## config.mk

```make
export PLATFORM = sky130hd
export DESIGN_NAME = skt_cell
export DESIGN_NICKNAME = d
export VERILOG_FILES = /design/src/hdl/skt_pkg.sv /design/src/hdl/skt_cell.sv
export SDC_FILE = /design/constraint.sdc
export NUM_CORES = 1
export LEC_CHECK = 0
export BUFFER_PORTS_ARGS = -buffer_cell sky130_fd_sc_hd__buf_2
export CAP_MARGIN = 0
export CORE_ASPECT_RATIO = 1.4
export CORE_MARGIN = 2
export CORE_UTILIZATION = 30
export DETAILED_ROUTE_END_ITERATION = 6
export PLACE_DENSITY = 0.69
export SLEW_MARGIN = 20
export SYNTH_ARGS = -nofsm -noshare
export SYNTH_HDL_FRONTEND = slang
export SYNTH_SLANG_ARGS = --single-unit
```

## constraint.sdc

```tcl
create_clock -name clk_i -period 4.2 [get_ports clk_i]
set_input_delay 0.21 -clock clk_i [delete_from_list [all_inputs] [get_ports clk_i]]
set_output_delay 0.21 -clock clk_i [all_outputs]
set_load 0.03 [all_outputs]
```

## src/hdl/skt_pkg.sv

```systemverilog
package skt_pkg;

  // Fixed field widths
  localparam int KEY_W   = 32;
  localparam int PRICE_W = 32;
  localparam int CNT_W   = 7;
  localparam int STAT_W  = 3;
  localparam int CMD_W   = 2;

  // Command codes
  localparam logic [CMD_W-1:0] CMD_INSERT = 2'd0;
  localparam logic [CMD_W-1:0] CMD_REMOVE = 2'd1;
  localparam logic [CMD_W-1:0] CMD_SEARCH = 2'd2;
  localparam logic [CMD_W-1:0] CMD_LIST   = 2'd3;

  // Result status codes
  localparam logic [STAT_W-1:0] ST_OK      = 3'd0;
  localparam logic [STAT_W-1:0] ST_FULL    = 3'd1;
  localparam logic [STAT_W-1:0] ST_DUP     = 3'd2;
  localparam logic [STAT_W-1:0] ST_EMPTY   = 3'd3;
  localparam logic [STAT_W-1:0] ST_MISSING = 3'd4;

  // Operation applied by every cell in the same cycle
  typedef enum logic [1:0] {
    OP_HOLD,
    OP_INSERT,
    OP_REMOVE,
    OP_ROTATE
  } cell_op_e;

  // Control broadcast from the sequencer to the cell row
  typedef struct packed {
    cell_op_e                   op;
    logic                       cmp;
    logic signed [KEY_W-1:0]    key;
    logic        [PRICE_W-1:0]  price;
    logic        [CNT_W-1:0]    count;
  } cell_ctl_t;

endpackage

```

## src/hdl/skt_cell.sv

```systemverilog
module skt_cell #(
  parameter int IDX = 0
) (
  input  logic                            clk_i,
  input  skt_pkg::cell_ctl_t              ctl_i,
  input  logic signed [skt_pkg::KEY_W-1:0]   prev_key_i,
  input  logic        [skt_pkg::PRICE_W-1:0] prev_price_i,
  input  logic                            prev_upper_i,
  input  logic signed [skt_pkg::KEY_W-1:0]   next_key_i,
  input  logic        [skt_pkg::PRICE_W-1:0] next_price_i,
  input  logic signed [skt_pkg::KEY_W-1:0]   head_key_i,
  input  logic        [skt_pkg::PRICE_W-1:0] head_price_i,
  output logic signed [skt_pkg::KEY_W-1:0]   key_o,
  output logic        [skt_pkg::PRICE_W-1:0] price_o,
  output logic                            upper_o,
  output logic                            eq_o
);
  import skt_pkg::*;

  logic signed [KEY_W-1:0]   key_q, key_d;
  logic        [PRICE_W-1:0] price_q, price_d;
  logic                      upper_q, past_q, eq_q;
  logic                      occ, gt, eq, tail;

  // Compare the held entry against the broadcast key
  always_comb begin
    occ  = CNT_W'(IDX) < ctl_i.count;
    tail = CNT_W'(IDX + 1) == ctl_i.count;
    gt   = key_q > ctl_i.key;
    eq   = occ && (key_q == ctl_i.key);
  end

  // Capture position flags during the compare cycle
  always_ff @(posedge clk_i) begin
    if (ctl_i.cmp) begin
      upper_q <= !occ || gt;
      past_q  <= occ && (gt || eq);
      eq_q    <= eq;
    end
  end

  // Choose the next entry: shift up, shift down, rotate or hold
  always_comb begin
    key_d   = key_q;
    price_d = price_q;
    case (ctl_i.op)
      OP_INSERT: begin
        if (upper_q) begin
          if (prev_upper_i) begin
            key_d   = prev_key_i;
            price_d = prev_price_i;
          end else begin
            key_d   = ctl_i.key;
            price_d = ctl_i.price;
          end
        end
      end
      OP_REMOVE: begin
        if (past_q) begin
          key_d   = next_key_i;
          price_d = next_price_i;
        end
      end
      OP_ROTATE: begin
        if (tail) begin
          key_d   = head_key_i;
          price_d = head_price_i;
        end else begin
          key_d   = next_key_i;
          price_d = next_price_i;
        end
      end
      default: begin
        key_d   = key_q;
        price_d = price_q;
      end
    endcase
  end

  always_ff @(posedge clk_i) begin
    key_q   <= key_d;
    price_q <= price_d;
  end

  assign key_o   = key_q;
  assign price_o = price_q;
  assign upper_o = upper_q;
  assign eq_o    = eq_q;

endmodule

```

==> results of run 1 <==
sequential cells by signal, indices dropped and copies added (netlist names):
register  flops
past_q        1
price_o      32
eq_o          1
key_o        32
upper_o       1
per-layer routing:
layer	vias to the layer above	part of all wire, %
met5	-	0
met4	0	2.5
met3	29	7.2
met2	215	52
met1	2182	38
li1	2459	-
per-stage QoR:
stage / utilization (%) / power (W) / setup slack [ns] / hold slack, ns
2_1_floorplan: - / 0.00126 / 0.221 / 0.322
3_3_place_gp: 42.5 / 0.00152 / 1.86 / 0.454
5_1_grt: 44.3 / 0.00232 / 1.71 / 0.118
6_report: 44.3 / 0.00220 / 1.77 / 0.132
4_1_cts: 44.3 / 0.00223 / 1.80 / 0.116
3_5_place_dp: 42.5 / 0.00154 / 1.82 / 0.454
cell type report:
cell class | instances | share of cell area, %
Timing Repair Buffer | 337 | 24.9
Sequential cell | 67 | 29.0
Clock buffer | 9 | 3.25
Inverter | 35 | 1.89
Multi-Input combinational cell | 349 | 36.8
Tap cell | 196 | 3.53
Clock inverter | 7 | 0.649
where the power goes:
group | leakage, nW | internal [W] | switching [W]
Combinational | 2.83 | 0.000248 | 0.000399
Clock | 0.125 | 0.000396 | 0.000288
Sequential | 0.648 | 0.000838 | 0.0000289
path summary, 6_finish.rpt:
| check | start | to | slack (ns) |
|---|---|---|---|
| min reg2reg | past_q | key_o[21] | 0.95 |
| min | ctl_i[71] | past_q | 0.13 |
| max | key_o[7] | upper_o | 1.77 |
| max reg2reg | key_o[7] | upper_o | 1.77 |
cell usage in the layout (no fill, tap or decap), types with 2 or more instances in the layout:
| cell | Yosys | routed |
|---|---|---|
| and2_0 | 2 | 2 |
| edfxtp_1 | 67 | 67 |
| a221o_1 | 2 | 2 |
| a21oi_1 | 75 | 75 |
| a31oi_1 | 2 | 2 |
| clkinv_2 | 0 | 2 |
| nand3_1 | 4 | 4 |
| inv_1 | 35 | 35 |
| nand4_1 | 6 | 6 |
| buf_12 | 0 | 2 |
| clkinvlp_4 | 0 | 3 |
| ha_1 | 32 | 32 |
| nor2b_1 | 34 | 34 |
| nor3_1 | 2 | 2 |
| buf_2 | 6 | 331 |
| a211oi_1 | 65 | 65 |
| buf_4 | 0 | 4 |
| nand2_1 | 7 | 7 |
| clkbuf_16 | 0 | 9 |
| o31ai_1 | 2 | 2 |
| nor2_1 | 37 | 36 |
| mux2i_1 | 64 | 64 |
| o21ai_0 | 3 | 3 |
| a21o_1 | 2 | 2 |
cells by family after synthesis:
logic type / Yosys count
multiplexers: 64
buffers and inverters: 70
AO/OA/AOI/OAI: 154
adder cells (fa/ha/maj): 32
AND/OR/NAND/NOR: 99
flip-flops: 67
==> impl_metrics.env, run 1 <==
export IMPL_status="finished clean"
export IMPL_synth_simple_area_share_pct=11.1
export IMPL_worstPathCellList="ha_1, and2_0, a221o_1, a221oi_1, a31oi_1, nor3_1, o31ai_1"
export IMPL_setup_viol=0
export IMPL_hpwl_um=12500
export IMPL_ctsRootBufferMaster="clkbuf_16"
export IMPL_cts_tree="built"
export IMPL_cp_max_fo=3
export IMPL_clock_skew_ns=0.0105
export IMPL_syn_area_um2=4830
export IMPL_initial_core_util_pct=30.8
export IMPL_fin_tns_setup_ns=0
export IMPL_areaGrowthSynthToFinish_pct=43.7
export IMPL_ios=334
export IMPL_synth_top_area_share_pct=41.7
export IMPL_synth_area_leaders="edfxtp_1 42%, mux2i_1 13%, a211oi_1 10%, ha_1 8.3%, a21oi_1 7.8%"
export IMPL_use_met2_pct=32.7
export IMPL_die_w_um=111
export IMPL_core_area_um2=15700
export IMPL_met3_usage_pct=4.45
export IMPL_port_buffers=333
export IMPL_grt_overflow=0
export IMPL_synthAdderAreaFrac_pct=8.29
export IMPL_ir_drop_mv=0.149
export IMPL_drt_pre_antenna_iters=5
export IMPL_cts_repair_resized=0
export IMPL_dieHeight_um=154
export IMPL_slowest_delay_ns=0.43
export IMPL_yosysWarnings=0
export IMPL_grt_use_total_pct=17.5
export IMPL_ys_types=31
export IMPL_min_path_type="input port to register"
export IMPL_tightest_slew_ns=1.08
export IMPL_grt_pass1_wl_um=24000
export IMPL_yosysMostFrequentCell="a21oi_1"
export IMPL_synth_top_family_by_area="compound AO/OA/AOI/OAI gates"
export IMPL_clk_pin_slew_ns=0.06
export IMPL_die_area_um2=17100
export IMPL_antenna_found_initial=0
export IMPL_maxSlewViolCount=0
export IMPL_yosysSeqAreaShare_pct=41.7
export IMPL_wl_um=15600
export IMPL_critPathTopFamily="compound AO/OA/AOI/OAI gates"
export IMPL_fin_crit_sh_pct=57.9
export IMPL_synthTopCellsByCount="75 x a21oi_1, 67 x edfxtp_1, 65 x a211oi_1, 64 x mux2i_1, 37 x nor2_1"
export IMPL_vias=4885
export IMPL_synth_largest_area_cell="edfxtp_1"
export IMPL_detail_route_antenna_nets=0
export IMPL_grt_max_degree=74
export IMPL_grt_pass1_vias=4896
export IMPL_yosys_register_bits=67
export IMPL_busiest_layer="met2"
export IMPL_arrival_ns=2.49
export IMPL_htreeDepth=3
export IMPL_stdcell_area_um2=6940
export IMPL_cts_sinks=67
export IMPL_antenna_cells=0
export IMPL_critPathRequiredTime_ns=4.26
export IMPL_rsz0062_at_grt="false"
export IMPL_nets=1099
export IMPL_hold_depth=1
export IMPL_dpl_cell_area_um2=6670
export IMPL_final_layout_size_suffix_gt1_share_pct=44.5
export IMPL_muxShareOfSynthArea_pct=13.3
export IMPL_leakage_nw=3.60
export IMPL_nFillCells=1577
export IMPL_drc=0
export IMPL_instances_no_fill=1000
export IMPL_startpoint_type="register"
export IMPL_wl_per_cell_um=15.6
export IMPL_gp_routability_congestion=0.828
export IMPL_hold_violations=0
export IMPL_core_rowCount=54
export IMPL_use_met1_pct=19.1
export IMPL_synthArstFlopShare_pct=0
export IMPL_syn_nets=786
export IMPL_multiInputGateArea_um2=2550
export IMPL_hold_buffers=0
export IMPL_cts_buffers_inserted=9
export IMPL_fmax_mhz=411
export IMPL_synth_edf_count=67
export IMPL_endpoint_kind="register"
export IMPL_rr_worst_depth=7
export IMPL_drv_cap=0
export IMPL_post_route_min_period_ns=2.43
export IMPL_via_per_inst=4.89
export IMPL_postCtsSetupBuffers=0
export IMPL_crit_cells=7
export IMPL_synth_compound_area_share_pct=20.1
export IMPL_synth_xor_area_share_pct=0
export IMPL_crit_type="register to register"
export IMPL_clock_path_buffers=2
export IMPL_powerDensity_nw_per_um2=317
export IMPL_synth_cells=486
export IMPL_numPlacedInstances=984
export IMPL_drt_iter0_drc=145
export IMPL_maxSlewHeadroom_pct=28.3
export IMPL_seqCellArea_um2=2010
export IMPL_slowest_stage="a221oi_1"
export IMPL_ys_flop_type="edfxtp_1"
export IMPL_critPathBufInv=0
export IMPL_clock_latency_ns=0.33
export IMPL_synth_area_per_cell_um2=9.93
Power figures use the tool's default switching activity.
==> run 2: changes to the inputs <==
- clock period: 4.2 -> 2.03 ns (I/O delays scaled with it)
==> run 2 against run 1 <==
Effect of this change:
- the flow now finishes with violations (setup timing)
- clock power is 120% higher
- maximum frequency is 9.7% higher
- sequential power is 110% higher
- cell count is 1.0% higher
- die area stayed put
- via count is 1.4% higher
- register-to-register slack worse by 2.0 ns
- sequential cell count stayed put
- non-clock buffer count is 11 higher
- critical endpoint is now past_q
==> impl_metrics.env, run 2 (synthesis gave the netlist of run 1 again) <==
export IMPL_rsz0062_at_grt="true"
export IMPL_holdPathEnd="price_o[30]"
export IMPL_fin_crit_sh_pct=109
export IMPL_r2r_end="past_q"
export IMPL_core_rowCount=54
export IMPL_maxSlewViolCount=0
export IMPL_route_met3_wl_um=1100
export IMPL_nets=1110
export IMPL_grt_overflow=0
export IMPL_drc=0
export IMPL_die_area_um2=17100
export IMPL_status="complete, but fails checks"
export IMPL_grt_pass1_vias=4820
export IMPL_drv_cap=0
export IMPL_critPathRequiredTime_ns=2.09
export IMPL_drt_iter0_drc=170
export IMPL_wl_per_cell_um=15.8
export IMPL_clk_pin_slew_ns=0.06
export IMPL_gp_routability_congestion=0.799
export IMPL_stdcell_area_um2=7200
export IMPL_highest_layer="met4"
export IMPL_ir_drop_mv=0.333
export IMPL_cts_buffers_inserted=9
export IMPL_fin_tns_setup_ns=-0.381
export IMPL_hold_start="prev_price_i[30]"
export IMPL_clock_latency_ns=0.33
export IMPL_drt_pre_antenna_iters=4
export IMPL_timing_rr_start="key_o[5]"
export IMPL_ctsRootBufferMaster="clkbuf_16"
export IMPL_die_w_um=111
export IMPL_crit_type="register to register"
export IMPL_instances_no_fill=1010
export IMPL_hpwl_um=12600
export IMPL_dpl_cell_area_um2=6860
export IMPL_antenna_cells=0
export IMPL_port_buffers=333
export IMPL_cts_sinks=67
export IMPL_clock_path_buffers=2
export IMPL_final_layout_size_suffix_gt1_share_pct=46.7
export IMPL_antenna_found_initial=0
export IMPL_wl_um=16000
export IMPL_dr_wl_met2_um=8370
export IMPL_detail_route_antenna_nets=0
export IMPL_violations="setup timing"
export IMPL_grt_max_degree=71
export IMPL_core_area_um2=15700
export IMPL_cp_max_fo=2
export IMPL_m1WireLength_um=6120
export IMPL_vias=4951
export IMPL_numPlacedInstances=993
export IMPL_setup_slack_ns=-0.187
export IMPL_startpoint_type="register"
export IMPL_htreeDepth=3
export IMPL_dieHeight_um=154
export IMPL_layout_common_cells="331 x buf_2, 74 x a21oi_1, 67 x edfxtp_1"
export IMPL_endpoint_kind="register"
export IMPL_arrival_ns=2.28
export IMPL_setup_viol=3
export IMPL_maxSlewHeadroom_pct=60.3
export IMPL_reg2reg_slack_ns=-0.19
export IMPL_cts_tree="built"
export IMPL_hold_violations=0
export IMPL_clock_skew_ns=0.00989
export IMPL_post_route_min_period_ns=2.22
export IMPL_hold_depth=3
export IMPL_fmax_mhz=451
export IMPL_ios=334
export IMPL_initial_core_util_pct=30.8
export IMPL_tightest_slew_ns=0.596
export IMPL_areaGrowthSynthToFinish_pct=49.2
export IMPL_powerDensity_nw_per_um2=659
export IMPL_leakage_nw=3.69
export IMPL_rr_worst_depth=7
export IMPL_min_path_type="input port to register"
export IMPL_via_per_inst=4.90
export IMPL_grt_pass1_wl_um=24400
export IMPL_grt_use_total_pct=17.9
export IMPL_final_common_cell="buf_2"
==> run 2: cell types whose count changed in the layout (fill, tap and decap cells not counted), sizes merged <==
cell	change
clkbuf	+1
clkinvlp	-1
bufinv	+1
clkinv	-2
buf	+10
dlygate4sd3	+1
==> run 2: how the worst max path moves through the flow <==
stage | slack (ns) | endpoint | from | cells past startpoint
final | -0.19 | past_q | key_o[5] | 7
after global routing | -0.22 | past_q | key_o[26] | 8
after CTS | -0.13 | past_q | key_o[5] | 7
after detailed placement | -0.17 | past_q | key_o[5] | 7
after global placement | -0.11 | past_q | key_o[7] | 7
after floorplan | -0.12 | upper_o | key_o[7] | 7
==> run 2: layer usage <==
metal / global-route usage, % / vias to the layer above
li1: - / 2486
met2: 33.4 / 203
met3: 4.41 / 29
met4: 7.00 / 0
met5: 0 / -
met1: 19.4 / 2233
==> run 2: final cells by class <==
class                      count  area [um2]
fill                        1585        8470
multi-input combinational    349        2680
sequential                    67        2010
timing repair buffer         348        1850
tap                          196         245
clock buffer                  10         229
inverter                      35         131
clock inverter                 5        55.1
==> run 2: critical path, stage by stage, from the launching register on <==
cell and delay, ns:
edfxtp_1 0.43, ha_4 0.24, a21o_1 0.17, a221o_1 0.34, a221oi_2 0.35, a31oi_2 0.15, nor3_2 0.17, o31ai_1 0.09
==> run 2: power breakdown <==
group          internal [W]  leakage, nW  switching, W  total, W
registers           0.00173        0.648     0.0000623   0.00180
logic              0.000570         2.91      0.000857   0.00143
clock network      0.000940        0.134      0.000588   0.00153
total               0.00324         3.69       0.00151   0.00475
==> run 2: stage by stage <==
| stage | power (W) | setup slack [ns] | hold WS (ns) | utilization [%] |
|---|---|---|---|---|
| finish | 0.00475 | -0.187 | 0.121 | 46.0 |
| global route | 0.00500 | -0.221 | 0.130 | 46.0 |
| CTS | 0.00482 | -0.129 | 0.102 | 46.0 |
| detailed placement | 0.00324 | -0.173 | 0.347 | 43.8 |
| global placement | 0.00321 | -0.113 | 0.346 | 43.8 |
| floorplan | 0.00264 | -0.119 | 0.214 | - |
==> run 2: repair_timing <==
| item | CTS | global route |
|---|---|---|
| resized for setup | 5 | 1 |
| hold endpoints to repair | 1 | 0 |
| buffers inserted | 1 | 0 |
| endpoints found under the setup margin | 3 | 3 |
| hold buffers | 1 | 0 |
| pin swaps | 2 | 2 |
